===== src/rtl/usrf_pkg.sv =====
// ----------------------------------------------------------------------------
// usrf_pkg
// Shared codes, register offsets, bit positions and the result word type
// for the uart register interface with receive fifo.
// ----------------------------------------------------------------------------
package usrf_pkg;

   localparam int DATA_W = 32;
   localparam int BYTE_W = 8;
   localparam int CMD_W  = 2;
   localparam int IDX_W  = 3;

   // item kinds
   localparam logic [CMD_W-1:0] CMD_READ  = 2'd0;
   localparam logic [CMD_W-1:0] CMD_WRITE = 2'd1;
   localparam logic [CMD_W-1:0] CMD_RX    = 2'd2;

   // word offsets
   localparam logic [IDX_W-1:0] REG_STATUS = 3'd0;
   localparam logic [IDX_W-1:0] REG_DATA   = 3'd1;
   localparam logic [IDX_W-1:0] REG_BAUD   = 3'd2;
   localparam logic [IDX_W-1:0] REG_CTL0   = 3'd3;
   localparam logic [IDX_W-1:0] REG_CTL1   = 3'd4;
   localparam logic [IDX_W-1:0] REG_CTL2   = 3'd5;
   localparam logic [IDX_W-1:0] REG_GUARD  = 3'd6;

   // status and ctl0 bit positions
   localparam int STAT_TBE_BIT    = 7;
   localparam int STAT_RBNE_BIT   = 5;
   localparam int CTL0_TCIE_BIT   = 6;
   localparam int CTL0_RBNEIE_BIT = 5;
   localparam int CTL0_TEN_BIT    = 3;
   localparam int CTL0_REN_BIT    = 2;

   localparam logic [DATA_W-1:0] STATUS_RESET = 32'h0000_00C0;

   // one result word
   typedef struct packed {
      logic [DATA_W-1:0] read_data;
      logic              tx_valid;
      logic [BYTE_W-1:0] tx_byte;
      logic              irq_level;
      logic              rx_dropped;
      logic              rx_ready;
   } rsp_type;

endpackage


===== src/rtl/usrf_core.sv =====
// ----------------------------------------------------------------------------
// usrf_core
// Register file, receive fifo and interrupt logic. Each accepted word is
// decoded and applied when it is accepted; its result lands in the stage register.
// ----------------------------------------------------------------------------
module usrf_core #(
   parameter int FIFO_DEPTH = 16
) (
   input  logic                                 clock,
   input  logic                                 reset,
   input  logic                                 req_valid,
   output logic                                 req_ready,
   input  logic [usrf_pkg::CMD_W-1:0]           req_cmd,
   input  logic [usrf_pkg::IDX_W-1:0]           req_reg_index,
   input  logic [usrf_pkg::DATA_W-1:0]          req_write_data,
   input  logic [usrf_pkg::BYTE_W-1:0]          req_rx_byte,
   output logic                                 stage_valid,
   output usrf_pkg::rsp_type                    stage_rsp,
   input  logic                                 stage_ready
);
   import usrf_pkg::*;

   localparam int AW = (FIFO_DEPTH > 1) ? $clog2(FIFO_DEPTH) : 1;
   localparam int CW = $clog2(FIFO_DEPTH + 1);
   localparam logic [AW-1:0] LAST_PTR = AW'(FIFO_DEPTH - 1);
   localparam logic [CW-1:0] FULL_CNT = CW'(FIFO_DEPTH);

   logic [DATA_W-1:0] status_ff, status_in;
   logic [DATA_W-1:0] baud_ff, ctl0_ff, ctl1_ff, ctl2_ff, guard_ff;
   logic [BYTE_W-1:0] fifo_mem [FIFO_DEPTH];
   logic [AW-1:0]     head_ff, head_in, tail_ff, tail_in;
   logic [CW-1:0]     count_ff, count_in;
   logic              irq_ff, irq_in;
   logic              stage_valid_ff;
   rsp_type           stage_rsp_ff, stage_rsp_in;

   logic accept, is_read, is_write, is_rx;
   logic pop, push, drop, tx, recompute, irq_calc;
   logic [DATA_W-1:0] reg_rd;

   // handshake
   assign req_ready = !stage_valid_ff || stage_ready;
   assign accept    = req_valid && req_ready;

   // decode
   assign is_read  = (req_cmd == CMD_READ);
   assign is_write = (req_cmd == CMD_WRITE);
   assign is_rx    = (req_cmd == CMD_RX);
   assign pop      = is_read && (req_reg_index == REG_DATA) && (count_ff != '0);
   assign push     = is_rx && (count_ff != FULL_CNT);
   assign drop     = is_rx && (count_ff == FULL_CNT);
   assign tx       = is_write && (req_reg_index == REG_DATA);
   assign recompute = pop || push || tx || (is_write && (req_reg_index == REG_CTL1));

   // fifo pointers and fill count
   always_comb begin
      head_in  = head_ff;
      tail_in  = tail_ff;
      count_in = count_ff;
      if (pop) begin
         head_in  = (head_ff == LAST_PTR) ? '0 : head_ff + AW'(1);
         count_in = count_ff - CW'(1);
      end
      if (push) begin
         tail_in  = (tail_ff == LAST_PTR) ? '0 : tail_ff + AW'(1);
         count_in = count_ff + CW'(1);
      end
   end

   // interrupt level from ctl0 and the fill count after this word
   assign irq_calc = (ctl0_ff[CTL0_TCIE_BIT] && ctl0_ff[CTL0_TEN_BIT]) ||
                     (ctl0_ff[CTL0_RBNEIE_BIT] && ctl0_ff[CTL0_REN_BIT] &&
                      (count_in != '0));
   assign irq_in = recompute ? irq_calc : irq_ff;

   // status register next value
   always_comb begin
      status_in = status_ff;
      if (is_write && (req_reg_index == REG_STATUS)) begin
         status_in = req_write_data;
      end else if (recompute) begin
         status_in[STAT_TBE_BIT]  = 1'b1;
         status_in[STAT_RBNE_BIT] = (count_in != '0);
      end
   end

   // register read mux, data word comes from the fifo memory
   always_comb begin
      unique case (req_reg_index)
         REG_STATUS: reg_rd = status_ff;
         REG_BAUD:   reg_rd = baud_ff;
         REG_CTL0:   reg_rd = ctl0_ff;
         REG_CTL1:   reg_rd = ctl1_ff;
         REG_CTL2:   reg_rd = ctl2_ff;
         REG_GUARD:  reg_rd = guard_ff;
         default:    reg_rd = '0;
      endcase
   end

   // result word, read data patched with the popped byte below
   always_comb begin
      stage_rsp_in.read_data  = is_read ? reg_rd : '0;
      stage_rsp_in.tx_valid   = tx;
      stage_rsp_in.tx_byte    = tx ? req_write_data[BYTE_W-1:0] : '0;
      stage_rsp_in.irq_level  = irq_in;
      stage_rsp_in.rx_dropped = drop;
      stage_rsp_in.rx_ready   = (count_in != FULL_CNT);
   end

   // control state
   always_ff @(posedge clock) begin
      if (reset) begin
         status_ff      <= STATUS_RESET;
         baud_ff        <= '0;
         ctl0_ff        <= '0;
         ctl1_ff        <= '0;
         ctl2_ff        <= '0;
         guard_ff       <= '0;
         head_ff        <= '0;
         tail_ff        <= '0;
         count_ff       <= '0;
         irq_ff         <= 1'b0;
         stage_valid_ff <= 1'b0;
      end else begin
         if (accept) begin
            status_ff <= status_in;
            head_ff   <= head_in;
            tail_ff   <= tail_in;
            count_ff  <= count_in;
            irq_ff    <= irq_in;
            if (is_write) begin
               unique case (req_reg_index)
                  REG_BAUD:  baud_ff  <= req_write_data;
                  REG_CTL0:  ctl0_ff  <= req_write_data;
                  REG_CTL1:  ctl1_ff  <= req_write_data;
                  REG_CTL2:  ctl2_ff  <= req_write_data;
                  REG_GUARD: guard_ff <= req_write_data;
                  default:   ;
               endcase
            end
            stage_valid_ff <= 1'b1;
         end else if (stage_ready) begin
            stage_valid_ff <= 1'b0;
         end
      end
   end

   // fifo memory and stage payload, popped byte read straight into the stage
   always_ff @(posedge clock) begin
      if (accept && push) begin
         fifo_mem[tail_ff] <= req_rx_byte;
      end
      if (accept) begin
         if (pop) begin
            // popped byte replaces the read data field
            stage_rsp_ff <= {{(DATA_W-BYTE_W){1'b0}}, fifo_mem[head_ff],
                             stage_rsp_in.tx_valid, stage_rsp_in.tx_byte,
                             stage_rsp_in.irq_level, stage_rsp_in.rx_dropped,
                             stage_rsp_in.rx_ready};
         end else begin
            stage_rsp_ff <= stage_rsp_in;
         end
      end
   end

   assign stage_valid = stage_valid_ff;
   assign stage_rsp   = stage_rsp_ff;

`ifndef SYNTH
   // fill count never passes the depth
   a_count_bound: assert property (@(posedge clock) disable iff (reset)
      count_ff <= FULL_CNT)
      else $error("fifo count above depth");

   // a pop takes exactly one byte out
   a_pop_count: assert property (@(posedge clock) disable iff (reset)
      accept && pop |=> count_ff == $past(count_ff) - CW'(1))
      else $error("pop did not decrement count");

   // after a recompute rbne tracks the fifo
   a_rbne: assert property (@(posedge clock) disable iff (reset)
      accept && recompute |=> status_ff[STAT_RBNE_BIT] == (count_ff != '0))
      else $error("rbne out of step with fifo");

   // a stalled stage holds its word
   a_stage_hold: assert property (@(posedge clock) disable iff (reset)
      stage_valid_ff && !stage_ready |=> stage_valid_ff && $stable(stage_rsp_ff))
      else $error("stage word lost under stall");
`endif

endmodule


===== src/rtl/usrf_skid.sv =====
// ----------------------------------------------------------------------------
// usrf_skid
// Skid buffer on the result side: holds one extra word so the stage
// register can drain while the receiver stalls.
// ----------------------------------------------------------------------------
module usrf_skid (
   input  logic              clock,
   input  logic              reset,
   input  logic              in_valid,
   output logic              in_ready,
   input  usrf_pkg::rsp_type in_rsp,
   output logic              out_valid,
   input  logic              out_ready,
   output usrf_pkg::rsp_type out_rsp
);
   import usrf_pkg::*;

   logic    skid_valid_ff;
   rsp_type skid_ff;

   assign in_ready  = !skid_valid_ff;
   assign out_valid = in_valid || skid_valid_ff;
   assign out_rsp   = skid_valid_ff ? skid_ff : in_rsp;

   // catch the word when the receiver stalls, release when it takes it
   always_ff @(posedge clock) begin
      if (reset) begin
         skid_valid_ff <= 1'b0;
      end else if (skid_valid_ff) begin
         if (out_ready) begin
            skid_valid_ff <= 1'b0;
         end
      end else if (in_valid && !out_ready) begin
         skid_valid_ff <= 1'b1;
      end
   end

   always_ff @(posedge clock) begin
      if (!skid_valid_ff && in_valid && !out_ready) begin
         skid_ff <= in_rsp;
      end
   end

endmodule


===== src/rtl/usart_registers_with_rx_fifo_core.sv =====
// ----------------------------------------------------------------------------
// usart_registers_with_rx_fifo_core
// Uart register interface with a receive fifo, one result word per item.
// ----------------------------------------------------------------------------
// Request channel (req_*): each word is a bus read, a bus write or a byte
// received from the line, selected by req_cmd. Every request gives exactly
// one response word on the rsp_* channel, in order.
// Response: it is registered in the stage register and presented once the skid buffer is empty.
// Throughput: one request per cycle while the response side does not stall;
// all register, fifo pointer and interrupt updates settle in the cycle the request is accepted, and a
// popped byte is read from the fifo memory straight into the stage register.
// Stall: a stage register plus a one-word skid buffer sit on the response
// side, so one more request is taken while a response waits; req_ready
// drops only when both hold a word.
// Reset: status returns to 0xC0, the other registers, fifo count and
// interrupt level clear; fifo contents are not cleared and never need to be,
// since only written entries are read.
// ----------------------------------------------------------------------------
module usart_registers_with_rx_fifo_core #(
   parameter int FIFO_DEPTH = 16
) (
   input  logic                        clock,
   input  logic                        reset,
   input  logic                        req_valid,
   output logic                        req_ready,
   input  logic [usrf_pkg::CMD_W-1:0]  req_cmd,
   input  logic [usrf_pkg::IDX_W-1:0]  req_reg_index,
   input  logic [usrf_pkg::DATA_W-1:0] req_write_data,
   input  logic [usrf_pkg::BYTE_W-1:0] req_rx_byte,
   output logic                        rsp_valid,
   input  logic                        rsp_ready,
   output logic [usrf_pkg::DATA_W-1:0] rsp_read_data,
   output logic                        rsp_tx_valid,
   output logic [usrf_pkg::BYTE_W-1:0] rsp_tx_byte,
   output logic                        rsp_irq_level,
   output logic                        rsp_rx_dropped,
   output logic                        rsp_rx_ready
);
   import usrf_pkg::*;

   logic    stage_valid, stage_ready;
   rsp_type stage_rsp, out_rsp;

   // register file, fifo and interrupt
   usrf_core #(
      .FIFO_DEPTH (FIFO_DEPTH)
   ) u_core (
      .clock          (clock),
      .reset          (reset),
      .req_valid      (req_valid),
      .req_ready      (req_ready),
      .req_cmd        (req_cmd),
      .req_reg_index  (req_reg_index),
      .req_write_data (req_write_data),
      .req_rx_byte    (req_rx_byte),
      .stage_valid    (stage_valid),
      .stage_rsp      (stage_rsp),
      .stage_ready    (stage_ready)
   );

   // response skid buffer
   usrf_skid u_skid (
      .clock     (clock),
      .reset     (reset),
      .in_valid  (stage_valid),
      .in_ready  (stage_ready),
      .in_rsp    (stage_rsp),
      .out_valid (rsp_valid),
      .out_ready (rsp_ready),
      .out_rsp   (out_rsp)
   );

   assign rsp_read_data  = out_rsp.read_data;
   assign rsp_tx_valid   = out_rsp.tx_valid;
   assign rsp_tx_byte    = out_rsp.tx_byte;
   assign rsp_irq_level  = out_rsp.irq_level;
   assign rsp_rx_dropped = out_rsp.rx_dropped;
   assign rsp_rx_ready   = out_rsp.rx_ready;

endmodule

===== config.mk =====
export PLATFORM = sky130hd
export DESIGN_NAME = usart_registers_with_rx_fifo_core
export DESIGN_NICKNAME = d
export VERILOG_FILES = /design/src/rtl/usrf_pkg.sv /design/src/rtl/usrf_core.sv /design/src/rtl/usrf_skid.sv /design/src/rtl/usart_registers_with_rx_fifo_core.sv
export SDC_FILE = /design/constraint.sdc
export NUM_CORES = 1
export LEC_CHECK = 0
export BUFFER_PORTS_ARGS = -buffer_cell sky130_fd_sc_hd__buf_2
export CORE_ASPECT_RATIO = 0.8
export CORE_MARGIN = 2
export CORE_UTILIZATION = 50
export DETAILED_ROUTE_END_ITERATION = 7
export PLACE_DENSITY = 0.73
export SETUP_SLACK_MARGIN = 0.5
export SYNTH_ARGS = -nofsm -noshare
export SYNTH_HDL_FRONTEND = slang
export SYNTH_SLANG_ARGS = --single-unit

===== constraint.sdc =====
create_clock -name clock -period 8.6 [get_ports clock]
set_clock_uncertainty 0.05 [all_clocks]
set_input_delay 0.86 -clock clock [delete_from_list [all_inputs] [get_ports clock]]
set_output_delay 0.86 -clock clock [all_outputs]
set_load 0.02 [all_outputs]

## Yosys cells after proc, flatten, opt, wreduce, memory -nomap -nowiden

Memories as Yosys holds them, arrays and structs flattened. A register that Yosys moved wholly into a read port is not among the register bits.
Cells that the tools add are included.

- Flip-flop bits (word level): 296
- RAM bits: 128
- Input bits: 49
- Output and inout port bits: 46
- Logic and storage cells: 108
- Memories: 1

- Add/subtract/negate cells: 4
- Equality and inequality tests: 14
- Muxes and demuxes: 23
- Bitwise gates (word level): 1
- Reductions and logical operators: 39

Memories:

| memory | words | bits a word | rd ports | clocked after Yosys merged registers in | wr ports | line | RTL |
|---|---|---|---|---|---|---|---|
| u_core.fifo_mem | 16 | 8 | 1 | 1 | 1 | usrf_core.sv:30 | `logic [BYTE_W-1:0] fifo_mem [FIFO_DEPTH];` |

Operator list:

| kind | number |
|---|---|
| one-hot mux 32 bit (6 select lines) | 1 |
| two-way mux 44 bit | 1 |
| two-way mux 20 bit | 1 |
| two-way mux 4 bit | 4 |
| two-way mux 8 bit | 2 |
| logical AND 1 bit | 15 |
| AND reduction 3 bit | 5 |
| two-way mux 1 bit | 12 |
| two-way mux 5 bit | 2 |
| inequality test 5 bit, second input constant | 2 |
| nonzero test 5 bit | 2 |
| equality test 3 bit, second input constant | 3 |
| adder 4 x 1 -> 4 bit, second input constant | 2 |
| equality test 4 bit, second input constant | 2 |
| AND reduction 2 bit | 4 |
| equality test 3 x 2 -> 1 bit, second input constant | 2 |
| logical OR 1 bit | 6 |
| adder 5 x 1 -> 5 bit, second input constant | 1 |
| equality test 5 bit, second input constant | 1 |
| subtractor 5 x 1 -> 5 bit, second input constant | 1 |
| equality test 3 x 1 -> 1 bit, second input constant | 1 |
| zero test 1 bit | 3 |
| zero test 3 bit | 1 |
| equality test 2 x 1 -> 1 bit, second input constant | 1 |
| 6 further kinds | 6 |

## Logic depth before layout (Yosys ltp)

- Depth in word-level cells: 10
- Gate-level depth with buffers: 9
- Gate-level depth less buffers: 8

## Modules after synthesis

Synthesis repeated with hierarchy kept, for this count alone.

- Cell total of the unflattened synthesis: 1518
- Area, all modules: 17259.1 um^2

Modules (own cells, without submodules):

| module | instances | cells an instance | area each (um^2) | sequential area each (um^2) |
|---|---|---|---|---|
| usrf_core | 1 | 1420 | 15242.1 | 9389.0 |
| usrf_skid | 1 | 98 | 2016.9 | 1341.3 |

## Least setup slack after synthesis

No wires, ideal clock.

- Path kind: in2reg
- Start: input rsp_ready
- End: register u_skid.skid_ff[0] (netlist bit) (enable)
- Library setup time: 0.509 ns
- Arrival: 4.091 ns
- Data required time: 8.041 ns
- Setup slack: 3.950 ns
- Cell stages on the path: 1
- Buffers on the path: 0
- Cells stage by stage: nor3b_1

- Word-level cells in the longest chain between the ends: 2

Ends and longest elaborated chain:

| item | line | RTL |
|---|---|---|
| start: declaration | usart_registers_with_rx_fifo_core.sv:31 | `input logic rsp_ready,` |
| zero test 1 bit | usrf_skid.sv:39 | `if (!skid_valid_ff && in_valid && !out_ready) begin` |
| logical AND 1 bit | usrf_skid.sv:39 |  |
| end signal: assignment | usrf_skid.sv:40 | `skid_ff <= in_rsp;` |
| end: declaration | usrf_skid.sv:19 | `rsp_type skid_ff;` |

Every way passes these cells.
A chain may end at the register's enable or synchronous reset.

## Worst setup path in the final report

- Start: register u_skid.skid_valid_ff
- End: register u_core.guard_ff[18]

- Word-level cells in the longest chain between the ends: 4

Ends and longest elaborated chain:

| item | line | RTL |
|---|---|---|
| start: declaration | usrf_skid.sv:18 | `logic skid_valid_ff;` |
| start signal: assignment | usrf_skid.sv:28 | `skid_valid_ff <= 1'b0;` |
| start signal: assignment | usrf_skid.sv:31 | `skid_valid_ff <= 1'b0;` |
| start signal: assignment | usrf_skid.sv:34 | `skid_valid_ff <= 1'b1;` |
| zero test 1 bit | usrf_skid.sv:21 | `assign in_ready = !skid_valid_ff;` |
| logical OR 1 bit | usrf_core.sv:42 | `assign req_ready = !stage_valid_ff \|\| stage_ready;` |
| logical AND 1 bit | usrf_core.sv:43 | `assign accept = req_valid && req_ready;` |
| AND reduction 3 bit (no line) | n/a |  |
| end signal: assignment | usrf_core.sv:137 | `REG_GUARD: guard_ff <= req_write_data;` |
| end: declaration | usrf_core.sv:29 | `logic [DATA_W-1:0] baud_ff, ctl0_ff, ctl1_ff, ctl2_ff, guard_ff;` |

Every way passes these cells.

==> flow_summary.json <==
{
  "status": "completed",
  "netlist_instances": 1511,
  "worst_ir_drop_vdd_uv": 124,
  "port_buffers": 94,
  "vias": 12200,
  "synth-warning-count": 0,
  "ant_nets": 0,
  "worstSkewPairLatency_ns": 0.54,
  "synthesis.area_per_instance_um2": 11.3,
  "starting_density_pct": 50.8,
  "layout_worst_path_cycle_share_pct": 39.3,
  "clk_pin_slew_ns": 0.06,
  "power.density_cell_area_nw_per_um2": 221,
  "accumulated_negative_setup_slack_ns": 0,
  "cts-resized-gates": 0,
  "r2r-end": "u_core.guard_ff[18]",
  "worstHoldPathType": "flop to flop",
  "tightest_slew_ns": 1.15,
  "fin_ws_ns": 5.22,
  "cp_common_cell": "sky130_fd_sc_hd__nand2_1",
  "synth-edff-count": 216,
  "path_cells": "nand2_1 > nand2_1 > nor2_1 > nand2_1 > buf_4 > nand2_1 > a21oi_1",
  "layout.cells.most_common_list": "420 x sky130_fd_sc_hd__nand2_1, 216 x sky130_fd_sc_hd__edfxtp_1, 209 x sky130_fd_sc_hd__dfxtp_1",
  "floorplan.core_area_um2": 33600,
  "drive_gt1_share_pct": 18.4,
  "synth_ff_type": "sky130_fd_sc_hd__edfxtp_1",
  "first_pass_iters": 6,
  "hold_path_startpoint": "u_core.stage_rsp[5]",
  "grtUsageTotal_pct": 24.1,
  "fp.dieH_um": 169,
  "holdBufCountCts": 0,
  "max_slew_margin_pct": 23.1,
  "grt_pass1_wl_um": 66600,
  "slowest_stage": "sky130_fd_sc_hd__dfxtp_2",
  "synth-seq-cells": 428,
  "regToRegSetupSlack_ns": 5.22,
  "area.growth.synth_to_final_pct": 13.0,
  "final_cell_count_no_fill": 2030,
  "critical-path-top-delay-family": "simple AND/OR/NAND/NOR gates",
  "rr_startpoint": "u_skid.skid_valid_ff",
  "path_max_fanout": 48,
  "report.final.slew_viol_count": 0,
  "routabilityCongestion": 0.808,
  "num_io_pins": 95,
  "globalRoute.totalOverflow": 0,
  "timing.fmax_mhz": 296,
  "cpPeakStageDelay_ns": 1.05,
  "vias_per_cell": 6.00,
  "dp.cells": 1951,
  "die_width_um": 211,
  "numCtsBuffers": 42,
  "whs_ns": 0.395,
  "cts_buffer_depth": 3,
  "crit_path_end_kind": "flop",
  "required_arrival_time_at_the_worst_endpoint_ns": 8.99,
  "ys_async_sr_fraction_pct": 0,
  "antenna_found_initial": 3,
  "final_common_cell": "sky130_fd_sc_hd__nand2_1",
  "cts.sink_count": 428,
  "drt_iter0_drc": 1498,
  "holdPathEnd": "u_skid.skid_ff[5]",
  "worst_case_reg_to_reg_path_depth": 7,
  "htree_levels": 2,
  "finalWirelength_um": 43300,
  "post-dp-hpwl_um": 24900,
  "final_design_area_no_fill_um2": 19300,
  "detail_route.drc_violations": 0,
  "cts_post_setup_buffers_inserted": 0,
  "placement.cell_area_um2": 17900,
  "min_path_cells": 0,
  "num_rows": 60,
  "critPathArrivalTime_ns": 3.77,
  "avgRoutedWirePerCell_um": 21.4,
  "synthesis.area_um2": 17100,
  "report.final.setup_viol": 0,
  "synth.yosys.seq_area_share_pct": 62.8,
  "grt_setup_unrepaired": "false",
  "synth_cell_type_count": 61,
  "maximum_number_of_pins_on_one_net_before_global_route_repair": 151,
  "criticalPathCategory": "flop to flop",
  "hold_violations": 0,
  "dp_worst_setup_slack_ns": 5.33,
  "cts_tree": "built",
  "nNetsFinal": 1617,
  "synth.net_count": 1567,
  "cap_violations": 0,
  "grt_pass1_vias": 11500,
  "die_area_um2": 35700,
  "layout_min_cycle_time_ns": 3.38,
  "crit_path_start_kind": "flop",
  "cts_root_buffer": "sky130_fd_sc_hd__clkbuf_16",
  "worst-path-buf-inv": 1,
  "p_leak_uw": 0.00622
}
[per-stage QoR]
step                power [µW]  util [%]
finish                    4270      57.4
global route              4380      57.4
CTS                       4290      57.4
detailed placement        2400      53.1
global placement          2390      53.1
floorplan                 2320         -
[cell usage after synthesis (3+ instances only)]
| cell | count | area share, % |
|---|---|---|
| sky130_fd_sc_hd__nor3b_1 | 3 | 0.13 |
| sky130_fd_sc_hd__nor2_1 | 27 | 0.59 |
| sky130_fd_sc_hd__a22oi_1 | 89 | 3.9 |
| sky130_fd_sc_hd__nand2_1 | 420 | 9.2 |
| sky130_fd_sc_hd__nand4_1 | 5 | 0.18 |
| sky130_fd_sc_hd__o21ai_0 | 4 | 0.12 |
| sky130_fd_sc_hd__a31oi_1 | 28 | 1.0 |
| sky130_fd_sc_hd__mux4_2 | 40 | 5.3 |
| sky130_fd_sc_hd__mux2_2 | 44 | 2.9 |
| sky130_fd_sc_hd__a221oi_1 | 8 | 0.41 |
| sky130_fd_sc_hd__nor3b_2 | 3 | 0.22 |
| sky130_fd_sc_hd__ha_1 | 7 | 0.51 |
| sky130_fd_sc_hd__and3b_1 | 4 | 0.21 |
| sky130_fd_sc_hd__nand2b_1 | 3 | 0.11 |
| sky130_fd_sc_hd__nor3_1 | 6 | 0.18 |
| sky130_fd_sc_hd__a21oi_1 | 200 | 5.9 |
| sky130_fd_sc_hd__nand3_1 | 4 | 0.12 |
| sky130_fd_sc_hd__o21ai_1 | 11 | 0.32 |
| sky130_fd_sc_hd__mux2i_1 | 4 | 0.23 |
| sky130_fd_sc_hd__inv_1 | 9 | 0.20 |
| sky130_fd_sc_hd__and2_1 | 13 | 0.48 |
| sky130_fd_sc_hd__buf_1 | 15 | 0.33 |
| sky130_fd_sc_hd__clkbuf_1 | 72 | 1.6 |
| sky130_fd_sc_hd__edfxtp_1 | 216 | 38 |
| sky130_fd_sc_hd__dfxtp_1 | 212 | 25 |
| sky130_fd_sc_hd__buf_2 | 23 | 0.67 |
[layer usage]
metal	part of all wire [%]	track usage, %
met1	45	36.6
met2	44	36.1
met3	9.7	4.16
met4	1.7	5.76
met5	0.016	0
[where the power goes]
group | internal [µW] | leakage, µW | switching, µW | total [µW]
logic | 51.9 | 0.00179 | 127 | 179
clock network | 1130 | 0.000704 | 774 | 1910
registers | 2160 | 0.00372 | 15.2 | 2180
[worst max-delay path by stage]
| stage | startpoint | end | slack [ns] | cells past startpoint |
|---|---|---|---|---|
| 2_1_floorplan | rsp_ready | u_skid.skid_ff[0] | 3.95 | 1 |
| 3_3_place_gp | req_valid | u_core.guard_ff[19] | 5.44 | 7 |
| 3_5_place_dp | u_skid.skid_valid_ff | u_core.guard_ff[20] | 5.33 | 7 |
| 4_1_cts | u_skid.skid_valid_ff | u_core.guard_ff[18] | 5.25 | 7 |
| 5_1_grt | u_skid.skid_valid_ff | u_core.guard_ff[18] | 4.96 | 7 |
| 6_report | u_skid.skid_valid_ff | u_core.guard_ff[18] | 5.22 | 7 |
[logic make-up (layout without fill, tap and decap cells)]
logic type,Yosys count,count (layout),synth area share (%)
mux,88,88,8.41
other cells,0,2,0
flops,428,428,62.8
xor+xnor,4,4,0.205
buf+inv,121,204,2.92
fa+ha+maj,7,7,0.513
compound gates,354,354,12.5
simple gates,509,509,12.6
[sequential cells by signal, summed over array words and instances, names as in the netlist, named ones only]
| register | flops |
|---|---|
| u_core.head_ff | 4 |
| u_core.stage_valid | 1 |
| u_core.tail_ff | 4 |
| u_core.ctl2_ff | 32 |
| u_core.count_ff | 5 |
| u_core.status_ff | 32 |
| u_skid.skid_valid_ff | 1 |
| u_core.ctl1_ff | 32 |
| u_core.baud_ff | 32 |
| u_core.fifo_mem | 128 |
| u_core.ctl0_ff | 32 |
| u_skid.skid_ff | 44 |
| u_core.guard_ff | 32 |
| u_core.stage_rsp | 44 |
| u_core.irq_ff | 1 |
[cell type report]
cell class	instances	area, µm²
Antenna cell	2	5.00
Sequential cell	428	10700
Fill cell	2690	14300
Timing Repair Buffer	118	657
Clock inverter	21	283
Clock buffer	56	1160
Multi-Input combinational cell	962	5890
Tap cell	434	543
Inverter	9	33.8
No activity file was read; power rests on OpenSTA's default activity.
